==> src/hdl/bamc_pkg.sv <==
// Shared types and constants of the Boolean/arithmetic mask converter.
package bamc_pkg;

    // Conversion direction, carried in the input tuser bit.
    typedef enum logic {
        CMD_B2A = 1'b0,
        CMD_A2B = 1'b1
    } bamc_cmd_t;

    // Carry rounds folded into one pipeline stage.
    localparam int ROUNDS_PER_STAGE = 8;

    // Control that travels alongside the data through every stage.
    typedef struct packed {
        logic      valid;
        bamc_cmd_t cmd;
    } bamc_ctl_t;

endpackage

==> src/hdl/bamc_round_stage.sv <==
// Pipeline stage running a group of carry rounds of the arithmetic-to-Boolean conversion.
module bamc_round_stage
    import bamc_pkg::*;
#(
    parameter int WORD_BITS = 64,
    parameter int ROUNDS    = 8
) (
    input  logic                 aclk,
    input  logic                 aresetn,
    input  bamc_ctl_t            up_ctl,
    output logic                 up_ready,
    input  logic [WORD_BITS-1:0] up_a,
    input  logic [WORD_BITS-1:0] up_r,
    input  logic [WORD_BITS-1:0] up_om,
    input  logic [WORD_BITS-1:0] up_t,
    input  logic [WORD_BITS-1:0] up_res,
    output bamc_ctl_t            down_ctl,
    input  logic                 down_ready,
    output logic [WORD_BITS-1:0] down_a,
    output logic [WORD_BITS-1:0] down_r,
    output logic [WORD_BITS-1:0] down_om,
    output logic [WORD_BITS-1:0] down_t,
    output logic [WORD_BITS-1:0] down_res
);

    bamc_ctl_t            ctl_reg;
    logic [WORD_BITS-1:0] a_reg, r_reg, om_reg, t_reg, res_reg;
    logic [WORD_BITS-1:0] t_next, t_iter, u;

    assign up_ready = !ctl_reg.valid || down_ready;

    // Each round: t <= ((t & r) ^ om ^ (t & a)) << 1.
    always_comb begin
        t_iter = up_t;
        u      = '0;
        for (int k = 0; k < ROUNDS; k++) begin
            u      = (t_iter & up_r) ^ up_om ^ (t_iter & up_a);
            t_iter = {u[WORD_BITS-2:0], 1'b0};
        end
        t_next = (up_ctl.cmd == CMD_A2B) ? t_iter : up_t;
    end

    always_ff @(posedge aclk) begin
        if (!aresetn) begin
            ctl_reg <= '0;
        end else if (up_ready) begin
            ctl_reg <= up_ctl;
        end
    end

    always_ff @(posedge aclk) begin
        if (up_ready && up_ctl.valid) begin
            a_reg   <= up_a;
            r_reg   <= up_r;
            om_reg  <= up_om;
            t_reg   <= t_next;
            res_reg <= up_res;
        end
    end

    assign down_ctl = ctl_reg;
    assign down_a   = a_reg;
    assign down_r   = r_reg;
    assign down_om  = om_reg;
    assign down_t   = t_reg;
    assign down_res = res_reg;

endmodule

==> config.mk <==
export PLATFORM = sky130hd
export DESIGN_NAME = bamc_round_stage
export DESIGN_NICKNAME = d
export VERILOG_FILES = /design/src/hdl/bamc_pkg.sv /design/src/hdl/bamc_round_stage.sv
export SDC_FILE = /design/constraint.sdc
export NUM_CORES = 1
export LEC_CHECK = 0
export ABC_AREA = 1
export BUFFER_PORTS_ARGS = -buffer_cell sky130_fd_sc_hd__buf_4
export CORE_AREA = 8 8 246 248
export CTS_BUF_LIST = sky130_fd_sc_hd__clkbuf_4
export DETAILED_ROUTE_END_ITERATION = 8
export DIE_AREA = 0 0 254 256
export HOLD_SLACK_MARGIN = 0.08
export PLACE_DENSITY = 0.58
export SYNTH_ARGS = -nofsm -noshare
export SYNTH_HDL_FRONTEND = slang
export SYNTH_SLANG_ARGS = --single-unit
==> constraint.sdc <==
create_clock -name aclk -period 20.6 [get_ports aclk]
set_clock_uncertainty 0.2 [all_clocks]
set_input_delay 2.06 -clock aclk [delete_from_list [all_inputs] [get_ports aclk]]
set_output_delay 2.06 -clock aclk [all_outputs]
set_load 0.01 [all_outputs]
==> flow_metrics.tcl <==
set metrics [dict create \
    first_global_vias 19110 \
    synth_edf_count 320 \
    cp.required_ns 18.34 \
    finalPower_uw 1887 \
    port_buffers 647 \
    antenna_found_initial 9 \
    hold_end "down_ctl[0]" \
    reg2reg_depth 5 \
    synth.distinct_cells 24 \
    path_max_fanout 3 \
    place_area_um2 24960 \
    num-fill-cells 5692 \
    max_freq_mhz 201.5 \
    drc 0 \
    dr_total_vias 19910 \
    synthCells 2406 \
    dieArea_um2 65020 \
    synthFlopType "edfxtp_1" \
    async_flop_share_pct 0 \
    peakVddDrop_mv 0.04899 \
    fin_ws_ns 15.64 \
    hp-class "register to register" \
    cts_root_buffer "clkbuf_4" \
    fin_nets 3357 \
    clockBufferDepth 3 \
    core_area_um2 56810 \
    start_util_pct 34.53 \
    ys_top_cells_by_count "nand2_1, nand3_1, nand4_1" \
    post-route-min-period_ns 4.963 \
    yosysMostFrequentCell "nand2_1" \
    start_kind "primary input" \
    cts_tree "yes" \
    routed_wl_um 70000 \
    slew_viol_final 0 \
    htree_levels 3 \
    dr.pass1.iters 6 \
    rrSetupSlack_ns 17.05 \
    crit_type "primary input to primary output" \
    end_kind "primary output" \
    postCtsHoldBufs 0 \
    max_slew_margin_pct 25.33 \
    fp.dieW_um 254 \
    synth_area_um2 19620 \
    arrival_ns 2.70 \
    rows 88 \
    leakage_uw 0.01197 \
    routabilityCongestion 0.8739 \
    grt_max_degree 84 \
    setup_viol 0 \
    ys_ff_latch 322 \
    yosysSeqAreaShare_pct 49.18 \
    dr.first_iter.drc_count 1455 \
    grt_pass1_wl_um 106100 \
    wire_per_inst_um 18.07 \
    rsz0062_at_grt "no" \
    grtUsageTotal_pct 20.35 \
    synth_top_cell_by_area "edfxtp_1" \
    boundaryPins 648 \
    cap_viol_max_count 0 \
    grt.overflow.total 0 \
    ys.warnings.count 0 \
    setup_tns_ns 0 \
    areaGrowthSynthToFinish_pct 33.67 \
    vias_per_cell 5.137 \
    syn_nets 2731 \
    p_per_area_nw_per_um2 71.97 \
    drive_gt1_share_pct 27.73 \
    cts_buffers 89 \
    worstHoldStart "down_ctl[0]" \
    min_path_cells 2 \
    ys_top_cells_by_area "edfxtp_1, nand2_1, nand3_1" \
    report.final.hold_viol_count 0 \
    worstReg2RegStart "down_ctl[1]" \
    finalCritPeriodShare_pct 24.09 \
    r2r-end "down_t[50]" \
    avgSynthCellArea_um2 8.155 \
    clock-sinks 322 \
    worstMarginPinSlew_ns 1.120 \
    status "completed" \
    synth_top_area_share_pct 48.98 \
    postCtsSetupBuffers 0 \
    post_cts_resize_count 0 \
    pre_cts_ws_ns 15.19 \
    dp_hpwl_um 55450 \
    post-route-cell-area_um2 26230 \
    clk_pin_slew_ns 0.06 \
    ant_nets 0 \
    die_h_um 256 \
    clk_latency_ns 0.77 \
]
per-stage QoR:
stage	hold slack, ns	util [%]	cells
floorplan	0.3553	-	2406
global placement	0.3285	43.93	3706
detailed placement	0.3437	43.93	3706
CTS	0.3574	46.12	3866
global route	0.4080	46.15	3874
finish	0.3606	46.16	3875
layout make-up:
cell class | count | area (um2) | share of cell area, %
diodes | 9 | 22.52 | 0.08588
multi-input cells | 1843 | 8985 | 34.26
flip-flops and latches | 322 | 9649 | 36.79
well taps | 765 | 957.2 | 3.650
clock buffers | 131 | 983.4 | 3.750
clock inverters | 29 | 261.5 | 0.9971
repair buffers | 653 | 4902 | 18.69
inverters | 123 | 464.2 | 1.770
placed cells by master, fill, tap and decap left out, drive strengths merged, types with 2 or more instances in the layout:
cell,instances
nor2,4
bufinv,5
inv,125
clkinv,22
nand2,818
o21ai,2
xor2,66
dfxtp,2
clkbuf,131
nand3,562
edfxtp,320
nand4,387
diode,9
buf,653
layer usage:
| metal | global-route usage (%) | part of all wire, % |
|---|---|---|
| met5 | 0 | 0 |
| met4 | 7.389 | 2.2 |
| met3 | 4.690 | 6.9 |
| met2 | 35.14 | 50 |
| met1 | 24.46 | 41 |
power by group:
| part | leakage, uW | switching (uW) | internal (uW) |
|---|---|---|---|
| combinational | 0.00812 | 285 | 177 |
| clock | 0.000734 | 285 | 356 |
| sequential | 0.00312 | 12.2 | 773 |
critical path: stages:
cell    delay (ns)
buf_4         0.11
nor2_1        0.26
inv_1         0.12
buf_4         0.16
flip-flops by register name, indices dropped and copies added, names as in the netlist:
name      count
down_a       64
down_t       64
down_om      64
down_ctl      2
down_res     64
down_r       64
cell families (layout without fill, tap and decap cells):
group / Yosys count / count (layout) / share of synthesized area (%)
AO/OA/AOI/OAI: 5 / 5 / 0.1467
XOR/XNOR: 66 / 66 / 3.157
buffers and inverters: 241 / 936 / 5.063
flip-flops: 322 / 322 / 49.18
other: 0 / 9 / 0
AND/OR/NAND/NOR: 1772 / 1772 / 42.45
worst max-delay path by stage:
stage / start / end / slack, ns / cells past startpoint
after floorplan: down_ready / down_a[0] / 3.94 / 2
after global placement: up_ctl[1] / down_t[51] / 15.30 / 5
after detailed placement: up_ctl[1] / down_a[49] / 15.19 / 5
after CTS: down_ready / up_ready / 15.63 / 4
after global routing: down_ready / up_ready / 15.58 / 4
final: down_ready / up_ready / 15.64 / 4
No activity file was read; power rests on OpenSTA's default activity.
