### src/hdl/bamc_pkg.sv
// Shared types and constants of the Boolean/arithmetic mask converter.
package bamc_pkg;

    // Conversion direction, carried in the input tuser bit.
    typedef enum logic {
        CMD_B2A = 1'b0,
        CMD_A2B = 1'b1
    } bamc_cmd_t;

    // Carry rounds folded into one pipeline stage.
    localparam int ROUNDS_PER_STAGE = 8;

    // Control that travels alongside the data through every stage.
    typedef struct packed {
        logic      valid;
        bamc_cmd_t cmd;
    } bamc_ctl_t;

endpackage

### src/hdl/bamc_out.sv
// Output stage: final combine of either conversion into the result register.
module bamc_out
    import bamc_pkg::*;
#(
    parameter int WORD_BITS = 64
) (
    input  logic                 aclk,
    input  logic                 aresetn,
    input  bamc_ctl_t            up_ctl,
    output logic                 up_ready,
    input  logic [WORD_BITS-1:0] up_a,
    input  logic [WORD_BITS-1:0] up_r,
    input  logic [WORD_BITS-1:0] up_t,
    input  logic [WORD_BITS-1:0] up_res,
    output logic                 out_valid,
    input  logic                 out_ready,
    output logic [WORD_BITS-1:0] out_word
);

    logic                 valid_reg;
    logic [WORD_BITS-1:0] word_reg, word_next;

    assign up_ready = !valid_reg || out_ready;

    always_comb begin
        if (up_ctl.cmd == CMD_A2B) begin
            word_next = up_res ^ up_t;
        end else begin
            word_next = (up_a - up_r) ^ up_t;
        end
    end

    always_ff @(posedge aclk) begin
        if (!aresetn) begin
            valid_reg <= 1'b0;
        end else if (up_ready) begin
            valid_reg <= up_ctl.valid;
        end
    end

    always_ff @(posedge aclk) begin
        if (up_ready && up_ctl.valid) begin
            word_reg <= word_next;
        end
    end

    assign out_valid = valid_reg;
    assign out_word  = word_reg;

endmodule
### config.mk
export PLATFORM = sky130hd
export DESIGN_NAME = bamc_out
export DESIGN_NICKNAME = d
export VERILOG_FILES = /design/src/hdl/bamc_pkg.sv /design/src/hdl/bamc_out.sv
export SDC_FILE = /design/constraint.sdc
export NUM_CORES = 1
export LEC_CHECK = 0
export BUFFER_PORTS_ARGS = -buffer_cell sky130_fd_sc_hd__buf_2
export CORE_AREA = 2 2 140 142
export CTS_BUF_LIST = sky130_fd_sc_hd__clkbuf_16
export CTS_CLUSTER_SIZE = 28
export DETAILED_ROUTE_END_ITERATION = 7
export DIE_AREA = 0 0 142 144
export GPL_TIMING_DRIVEN = 1
export HOLD_SLACK_MARGIN = 0.1
export MAX_ROUTING_LAYER = met4
export PLACE_DENSITY = 0.71
export SYNTH_ARGS = -nofsm -noshare
export SYNTH_HDL_FRONTEND = slang
export SYNTH_SLANG_ARGS = --single-unit
### constraint.sdc
create_clock -name aclk -period 4.7 [get_ports aclk]
set_clock_uncertainty 0.15 [all_clocks]
set_input_delay 0.94 -clock aclk [delete_from_list [all_inputs] [get_ports aclk]]
set_output_delay 0.94 -clock aclk [all_outputs]
set_load 0.01 [all_outputs]
==> results.cfg <==
[die]
die_w_um = 142
floorplan.io_pins = 327
row_count = 51
initial_cell_density_of_the_core = 0.393
die-area_um2 = 20400
placeableCoreArea_um2 = 19100
chipHeight_um = 144

[critical_path]
worst_ep_required_ns = 4.73
path_class = input port to register
r2r_worst_path_depth = 2
r2r-start = out_valid
setup.reg_to_reg.worst_slack_ns = 2.94
cp-start-kind = input port
rr_endpoint = out_word[9]
worst_setup_path_end_kind = register
path_max_fanout = 5
cp_data_arrival_time_ns = 4.14

[clock_network]
postCtsResizedCells = 0
clock_latency_ns = 0.34
postCtsHoldBufs = 0
htreeDepth = 3
cts.repair_timing.setup_buffer_count = 0
cts_root_buffer = sky130_fd_sc_hd__clkbuf_16
cts_tree = built
clock_sinks = 65
cts_inserted_buffers = 9
clk_transition_reported_paths_ns = 0.06
ctsLongestPathBuffers = 2

[timing]
rsz0062_at_grt = false
fmaxAchievable_mhz = 243
holdWs_ns = 0.379
final_min_period_over_clock_period = 0.875
max-slew-margin-rel = 0.357
worstMarginPinSlew_ns = 0.965
min_period_ns = 4.11
final.setup.tns_ns = 0
maxSlewViolCount = 0
final_critical_path_setup_slack_ns = 0.586
finalSetupViolations = 0
final_hold_viol_count = 0

[logic_synthesis]
synth_area_per_inst_um2 = 7.85
synth.top_cells.by_area = sky130_fd_sc_hd__edfxtp_1 (26%), sky130_fd_sc_hd__ha_1 (11%), sky130_fd_sc_hd__xor2_1 (7.4%)
number_of_flops_mapped_to_enable_cells_by_yosys = 64
syn-num-nets = 1280
synth_cell_type_count = 59
synth-async-reset-ratio = 0
synth_warnings = 0
synth_seq_area_share = 0.259
syn_inst = 955
yosys_most_used_dff = sky130_fd_sc_hd__edfxtp_1
yosys_register_bits = 65
synth_area_leader_cell = sky130_fd_sc_hd__edfxtp_1
synth_top_cell_area_share = 0.256
synth_area_um2 = 7490

[global_routing]
busiest_layer = met2
antenna_violations_before_repair = 4
gr-usage-met3 = 0.0394
vias_in_the_first_global_route = 7607
gr-usage-met1 = 0.305
track_usage = 0.240
grt_start_max_net_pins = 77
grt_first_pass_wirelength_um = 37500
grt_remaining_overflow = 0
gr-usage-met2 = 0.382

[layout]
layout.cells.most_common_list = sky130_fd_sc_hd__buf_2 (325), sky130_fd_sc_hd__nand2_1 (103), sky130_fd_sc_hd__o21ai_0 (92), sky130_fd_sc_hd__inv_1 (89), sky130_fd_sc_hd__a21oi_1 (87)
fin_util = 0.502
layout_commonest_cell = sky130_fd_sc_hd__buf_2
post_layout_nonfiller_instances = 1498
final_net_count = 1576
final_layout_size_suffix_gt1_frac = 0.287
areaGrowthSynthToFinish_pct = 27.7

[route]
wirelength_um = 25100
drt_iter0_drc = 580
avgRoutedWirePerCell_um = 16.7
via_per_inst = 5.42
count_of_antenna_violating_nets_left_after_detailed_routing = 0
dr.pass1.iters = 5
drc_violation_count_after_routing = 0
number_of_vias_in_the_routed_layout = 8117

[place]
pre_cts_slack_ns = 0.324
portBuffers = 326
dp_hpwl_um = 20300
globalplace.congestion = 0.909
place_inst = 1478

[power_and_ir_drop]
ir_drop_v = 0.000174
total_leakage_power_nw = 4.66
power_per_cell_area_nw_per_um2 = 250

[run]
max_cap_violations = 0

[status]
status = completed

[min_path]
hold-path-endpoint = out_valid
holdCritStartpoint = out_valid
worstHoldPathCells = 2
hold_path_class = register to register
==> area by class of cell <==
type	count	area (µm²)
Fill cell	1888	9510
Multi-Input combinational cell	759	5050
Sequential cell	65	1940
Timing Repair Buffer	330	1660
Inverter	86	323
Tap cell	238	298
Clock buffer	9	225
Clock inverter	7	55.1
Antenna cell	4	10.0
==> cells in the mapped netlist, types with 6 or more instances <==
cell                         n
sky130_fd_sc_hd__o21ai_1     6
sky130_fd_sc_hd__and4_1      6
sky130_fd_sc_hd__xor2_1     63
sky130_fd_sc_hd__nand4_1    23
sky130_fd_sc_hd__clkbuf_1   41
sky130_fd_sc_hd__nand3_1    17
sky130_fd_sc_hd__nor3b_1    10
sky130_fd_sc_hd__nand2_1   103
sky130_fd_sc_hd__xnor2_1    37
sky130_fd_sc_hd__a21o_1     33
sky130_fd_sc_hd__or3_1      14
sky130_fd_sc_hd__o21bai_1   13
sky130_fd_sc_hd__a21boi_0    6
sky130_fd_sc_hd__o211ai_1   10
sky130_fd_sc_hd__a21oi_1    87
sky130_fd_sc_hd__edfxtp_1   64
sky130_fd_sc_hd__ha_1       63
sky130_fd_sc_hd__nor3_1     19
sky130_fd_sc_hd__nor2_1     43
sky130_fd_sc_hd__a31oi_1    10
sky130_fd_sc_hd__inv_1      86
sky130_fd_sc_hd__and3_1      9
sky130_fd_sc_hd__nand2b_1    9
sky130_fd_sc_hd__o21a_1     14
sky130_fd_sc_hd__o31ai_1     8
sky130_fd_sc_hd__o21ai_0    92
==> layer usage <==
metal  vias up  part of all wire
li1       4034                 -
met1      3667              0.44
met2       359              0.47
met3        57             0.064
met4         0             0.031
met5         -                 0
==> critical path: stages <==
cell and delay (ns):
sky130_fd_sc_hd__buf_2 0.07, sky130_fd_sc_hd__inv_1 0.03, sky130_fd_sc_hd__ha_1 0.37, sky130_fd_sc_hd__o211ai_1 0.11
sky130_fd_sc_hd__a21oi_1 0.27, sky130_fd_sc_hd__o211ai_2 0.20, sky130_fd_sc_hd__a2111oi_0 0.70, sky130_fd_sc_hd__o2111a_1 0.32
sky130_fd_sc_hd__o21ai_1 0.18, sky130_fd_sc_hd__a21oi_2 0.25, sky130_fd_sc_hd__o211ai_1 0.15, sky130_fd_sc_hd__mux2_1 0.34
sky130_fd_sc_hd__nor3_1 0.20
==> sequential cells by signal, indices dropped and copies added, names as in the netlist <==
register,count
out_word,64
out_valid,1
==> logic make-up after synthesis <==
family | count (synthesis) | synth area share
AO/OA/AOI/OAI | 315 | 0.262
flip-flops | 65 | 0.259
multiplexers | 4 | 0.00551
buffers and inverters | 131 | 0.0666
adder cells (fa/ha/maj) | 64 | 0.108
XOR/XNOR | 100 | 0.117
AND/OR/NAND/NOR | 276 | 0.182
==> where the power goes <==
part	leakage, nW	total, mW	switching (mW)	internal, mW
Clock	0.150	0.677	0.276	0.402
Combinational	3.89	0.972	0.563	0.409
Sequential	0.626	0.748	0.0137	0.735
Total	4.66	2.40	0.852	1.55
==> how the worst max path moves through the flow <==
stage / from / end / slack, ns / cells past startpoint
3_5_place_dp: up_a[4] / out_word[51] / 0.32 / 12
4_1_cts: up_a[4] / out_word[51] / 0.69 / 12
3_3_place_gp: up_a[4] / out_word[51] / 0.36 / 12
5_1_grt: up_r[3] / out_word[63] / 0.42 / 13
6_report: up_r[3] / out_word[63] / 0.59 / 13
2_1_floorplan: up_r[30] / out_word[61] / 0.87 / 13
==> stage by stage <==
| step | power, mW | area [µm²] |
|---|---|---|
| final | 2.40 | 9570 |
| after CTS | 2.41 | 9560 |
| after floorplan | 1.38 | 7490 |
| after global routing | 2.54 | 9570 |
| after detailed placement | 1.72 | 9280 |
| after global placement | 1.71 | 9280 |
Note: power is estimated with default switching activity, not from simulation.
