--- src/hdl/bamc_pkg.sv ---
// Shared types and constants of the Boolean/arithmetic mask converter.
package bamc_pkg;

    // Conversion direction, carried in the input tuser bit.
    typedef enum logic {
        CMD_B2A = 1'b0,
        CMD_A2B = 1'b1
    } bamc_cmd_t;

    // Carry rounds folded into one pipeline stage.
    localparam int ROUNDS_PER_STAGE = 8;

    // Control that travels alongside the data through every stage.
    typedef struct packed {
        logic      valid;
        bamc_cmd_t cmd;
    } bamc_ctl_t;

endpackage

--- src/hdl/bamc_prep.sv ---
// First stage: Boolean-to-arithmetic first half and carry recurrence set-up.
module bamc_prep
    import bamc_pkg::*;
#(
    parameter int WORD_BITS = 64
) (
    input  logic                 aclk,
    input  logic                 aresetn,
    input  bamc_ctl_t            up_ctl,
    output logic                 up_ready,
    input  logic [WORD_BITS-1:0] up_word,
    input  logic [WORD_BITS-1:0] up_mask,
    input  logic [WORD_BITS-1:0] up_rand,
    output bamc_ctl_t            down_ctl,
    input  logic                 down_ready,
    output logic [WORD_BITS-1:0] down_a,
    output logic [WORD_BITS-1:0] down_r,
    output logic [WORD_BITS-1:0] down_om,
    output logic [WORD_BITS-1:0] down_t,
    output logic [WORD_BITS-1:0] down_res
);

    bamc_ctl_t            ctl_reg;
    logic [WORD_BITS-1:0] a_reg, r_reg, om_reg, t_reg, res_reg;
    logic [WORD_BITS-1:0] a_next, r_next, om_next, t_next, res_next;
    logic [WORD_BITS-1:0] h, g_shift, a2b_res;

    assign up_ready = !ctl_reg.valid || down_ready;
    assign h        = up_rand ^ up_mask;
    assign g_shift  = {up_rand[WORD_BITS-2:0], 1'b0};
    assign a2b_res  = g_shift ^ up_word;

    always_comb begin
        if (up_ctl.cmd == CMD_B2A) begin
            // The second subtraction, (s ^ h) - h, is finished at the output.
            t_next   = ((up_word ^ up_rand) - up_rand) ^ up_word;
            a_next   = up_word ^ h;
            r_next   = h;
            om_next  = '0;
            res_next = '0;
        end else begin
            t_next   = g_shift;
            a_next   = up_word;
            r_next   = up_mask;
            res_next = a2b_res;
            om_next  = (up_rand & h) ^ ((up_rand ^ a2b_res) & up_mask) ^ (g_shift & up_word);
        end
    end

    always_ff @(posedge aclk) begin
        if (!aresetn) begin
            ctl_reg <= '0;
        end else if (up_ready) begin
            ctl_reg <= up_ctl;
        end
    end

    always_ff @(posedge aclk) begin
        if (up_ready && up_ctl.valid) begin
            a_reg   <= a_next;
            r_reg   <= r_next;
            om_reg  <= om_next;
            t_reg   <= t_next;
            res_reg <= res_next;
        end
    end

    assign down_ctl = ctl_reg;
    assign down_a   = a_reg;
    assign down_r   = r_reg;
    assign down_om  = om_reg;
    assign down_t   = t_reg;
    assign down_res = res_reg;

endmodule

--- config.mk ---
export PLATFORM = sky130hd
export DESIGN_NAME = bamc_prep
export DESIGN_NICKNAME = d
export VERILOG_FILES = /design/src/hdl/bamc_pkg.sv /design/src/hdl/bamc_prep.sv
export SDC_FILE = /design/constraint.sdc
export NUM_CORES = 1
export LEC_CHECK = 0
export BUFFER_PORTS_ARGS = -buffer_cell sky130_fd_sc_hd__buf_2
export CAP_MARGIN = 5
export CORE_MARGIN = 4
export CORE_UTILIZATION = 35
export DETAILED_ROUTE_END_ITERATION = 8
export HOLD_SLACK_MARGIN = 0.1
export PLACE_DENSITY = 0.66
export SETUP_SLACK_MARGIN = 0.1
export SYNTH_ARGS = -nofsm -noshare
export SYNTH_HDL_FRONTEND = slang
export SYNTH_SLANG_ARGS = --single-unit
--- constraint.sdc ---
create_clock -name aclk -period 10.3 [get_ports aclk]
set_input_delay 1.03 -clock aclk [delete_from_list [all_inputs] [get_ports aclk]]
set_output_delay 1.03 -clock aclk [all_outputs]
set_load 0.005 [all_outputs]
==> out/results.tsv <==
stage	metric	value	unit
worst_setup_path	Crit path max-delay family	compound AO/OA/AOI/OAI gates	
grt	total track usage	0.185	
outcome	outcome	finished clean	
grt	first-pass GRT wire length	93200	um
yosys	register area share after synthesis	0.462	
yosys	Synth cell types	69	
min_path	Worst Hold Class	register to register	
route	vias per std cell	4.90	
grt	vias in the first global route	16600	
die	DIE WIDTH	252	um
sta	fin worst setup slack	5.56	ns
route	DRT Wirelength	61100	um
yosys	Cell Area, Synth	0.0209	mm^2
sta	f_max	211	MHz
route	Antenna Nets Post-Route	0	
route	DRT iter0 DRCs	825	
route	DRC viols	0	
min_path	Hold Startpoint	down_ctl[0]	
worst_setup_path	crit-path max FO	9	
sta	setup_tns	0	ns
cts	Clock Path Buffers	3	
worst_setup_path	launch point of the worst path	up_rand[12]	
yosys	Yosys reg bits	322	
sta	Max transition margin	0.193	
die	die area	0.0636	mm^2
grt	initial antenna violation count	5	
route	DR pass1 iterations	5	
layout	layout net count	2775	
cts	CTS tree	built	
die	io pins	520	
sta	count of final setup violators	0	
route	routed length per instance	18.8	um
yosys	EDFF count, synth	320	
cts	# hold bufs at CTS	0	
die	row count	89	
yosys	share of the synthesized area in the top cell type	0.460	
worst_setup_path	cell mode on critical path	xnor2_1	
place	hpwl dp	46800	um
yosys	Area contributors post-synth	edfxtp_1 (46%), xnor2_1 (15%), ha_1 (7.5%)	
yosys	Primary FF master, synth	edfxtp_1	
worst_setup_path	reg2reg end	down_a[24]	
layout	Finished Core Util	0.429	
sta	post-route clock period utilization	0.460	
cts	Root Buffer	clkbuf_16	
yosys	Mean Syn Cell Area	10.5	um^2
grt	largest net degree at the start of global routing	175	
worst_setup_path	Critical Path Start Type	input pin	
min_path	Hold Path Sink	down_ctl[0]	
power_and_ir_drop	PwrDens	156	mW/mm^2
power_and_ir_drop	VDD IR max	0.111	mV
worst_setup_path	cells on worst reg2reg path	5	
cts	total CTS buffers	39	
cts	Sink Count	322	
grt	grt total ovfl	0	
worst_setup_path	Reg2Reg Launch Point	down_ctl[1]	
worst_setup_path	worst path required time	10.57	ns
sta	worst slew pin tran	1.21	ns
sta	Setup Skew	0.0168	ns
layout	Layout area overhead	21.3	%
worst_setup_path	critical-path cell list	buf_2 -> inv_1 -> ha_1 -> xnor2_1 -> nor4b_1 -> nor3_1 -> a211oi_1 -> o211a_1 -> o2111ai_1 -> a21o_1 -> nor3b_1 -> xnor2_1 -> o21ai_0	
yosys	Post-Syn Nets	2310	
run	max_cap viols	0	
cts	Reg clk slew, reported paths	0.06	ns
worst_setup_path	reg2reg setup slack	7.44	ns
place	RePlAce Congestion	0.862	
cts	# resized after CTS	0	
worst_setup_path	Buf+Inv Stages, Crit Path	2	
place	port bufs	519	
worst_setup_path	critical path class	input pin to register	
cts	H-tree lvl count	2	
yosys	Yosys top cell by area	edfxtp_1	
place	setup slack at placement	5.08	ns
cts	Skew-Pair Late Insertion Delay	0.55	ns
worst_setup_path	element type at the critical path end	register	
sta	Slew Limit Fails	0	
layout	layout cell share with drive strength beyond 1	0.249	
worst_setup_path	CP peak stage delay	0.64	ns
sta	RSZ-0062 raised after global routing	no	
worst_setup_path	arrival time worst endpoint	5.00	ns
die	Initial Util	0.354	
route	Vias	16000	
yosys	Post-synth ARST share	0	
yosys	Synth Warn #	0	
cts	Setup Fix Bufs, Post-CTS	0	
yosys	Synth Instances	1988	
die	die span in y	252	um
sta	Fin. Hold Viols	0	
worst_setup_path	CP max-delay cell	xnor2_1	
die	core area	0.0590	mm^2
min_path	Hold Path Stages	2	
layout	n_diodes	0	
power_and_ir_drop	leakage	10.6	nW
sta	Final min period	4.74	ns
## worst max path at each step
stage | endpoint | slack, ns | cells past startpoint
after floorplan | down_a[0] | 1.15 | 3
after global placement | down_t[63] | 5.02 | 14
after detailed placement | down_t[63] | 5.08 | 14
after CTS | down_t[63] | 5.69 | 14
after global routing | down_t[63] | 5.28 | 14
final | down_t[55] | 5.56 | 13
## final cells by class
type | instances | area, um^2
Fill cell | 5637 | 33700
Multi-Input combinational cell | 1485 | 10500
Sequential cell | 322 | 9650
Timing Repair Buffer | 528 | 2680
Clock buffer | 49 | 1060
Tap cell | 773 | 967
Inverter | 77 | 294
Clock inverter | 20 | 149
## cell families after synthesis
| group | count (synthesis) | synth area share |
|---|---|---|
| mux | 51 | 0.0255 |
| fa+ha+maj | 125 | 0.0749 |
| flops | 322 | 0.462 |
| compound gates | 207 | 0.0621 |
| xor+xnor | 498 | 0.212 |
| simple gates | 604 | 0.129 |
| buf+inv | 181 | 0.0340 |
## worst reg2reg max path, stage by stage (launching register included)
cell and delay (ns):
dfxtp_1 0.30, nor2b_1 0.15, inv_1 0.10, and2_4 0.14, buf_4 0.74, buf_4 0.97
## cell usage in the layout, fill, tap and decap left out, types with 6 or more instances in the layout
cell | netlist | layout
nor3b_1 | 7 | 7
xor2_1 | 134 | 134
ha_1 | 125 | 125
nand2b_1 | 7 | 7
nor3_1 | 17 | 17
a31oi_1 | 14 | 14
and2_1 | 75 | 74
clkbuf_16 | 0 | 41
nor2_1 | 125 | 125
buf_2 | 3 | 518
a21oi_1 | 32 | 32
edfxtp_1 | 320 | 320
clkbuf_1 | 89 | 8
inv_1 | 77 | 76
a211oi_1 | 6 | 6
and3_1 | 6 | 6
nand2_1 | 308 | 308
clkinv_1 | 0 | 8
xnor2_1 | 359 | 359
mux2i_1 | 37 | 37
o21ai_0 | 100 | 100
mux2_2 | 13 | 13
nor2b_1 | 20 | 20
buf_4 | 7 | 8
clkinv_2 | 0 | 7
nand3_1 | 12 | 12
## layer usage
layer  GRT usage  up-vias  wire length, um
met2       0.328      525            30200
met1       0.217     7697            24000
met5           0        -               67
met4      0.0451        8             1410
met3      0.0594       90             5410
li1            -     7635                -
## synthesized netlist by cell type, types with 3 or more instances
library cell,number
a211oi_1,6
a21boi_0,5
a21oi_1,32
a221oi_1,5
a31oi_1,14
and2_1,75
and3_1,6
buf_1,5
buf_2,3
buf_4,7
clkbuf_1,89
edfxtp_1,320
ha_1,125
inv_1,77
mux2_2,13
mux2i_1,37
nand2_1,308
nand2b_1,7
nand3_1,12
nand4_1,4
nor2_1,125
nor2b_1,20
nor3_1,17
nor3b_1,7
nor4_1,5
o21a_1,5
o21ai_0,100
o22ai_1,3
o31ai_1,4
or2_2,5
or3_1,4
xnor2_1,359
xor2_1,134
xor2_4,3
## sequential cells by signal, indices dropped and copies added, names as in the netlist
signal	flops
down_ctl	2
down_r	64
down_om	64
down_t	64
down_a	64
down_res	64
## power breakdown
group	switching (mW)	internal [mW]	leakage [nW]
Combinational	0.568	0.411	6.82
Clock	0.556	0.774	0.587
Sequential	0.0333	1.61	3.16
Total	1.16	2.79	10.6
## metrics by stage
stage          instance area (um^2)  hold WS, ns  total power [mW]  instances
2_1_floorplan                 20900        0.457              2.30       1988
3_3_place_gp                  24100        0.447              2.63       3185
3_5_place_dp                  24100        0.462              2.65       3185
4_1_cts                       25300        0.469              4.00       3254
5_1_grt                       25300        0.482              4.16       3254
6_report                      25300        0.467              3.95       3254
Power figures use the tool's default switching activity.
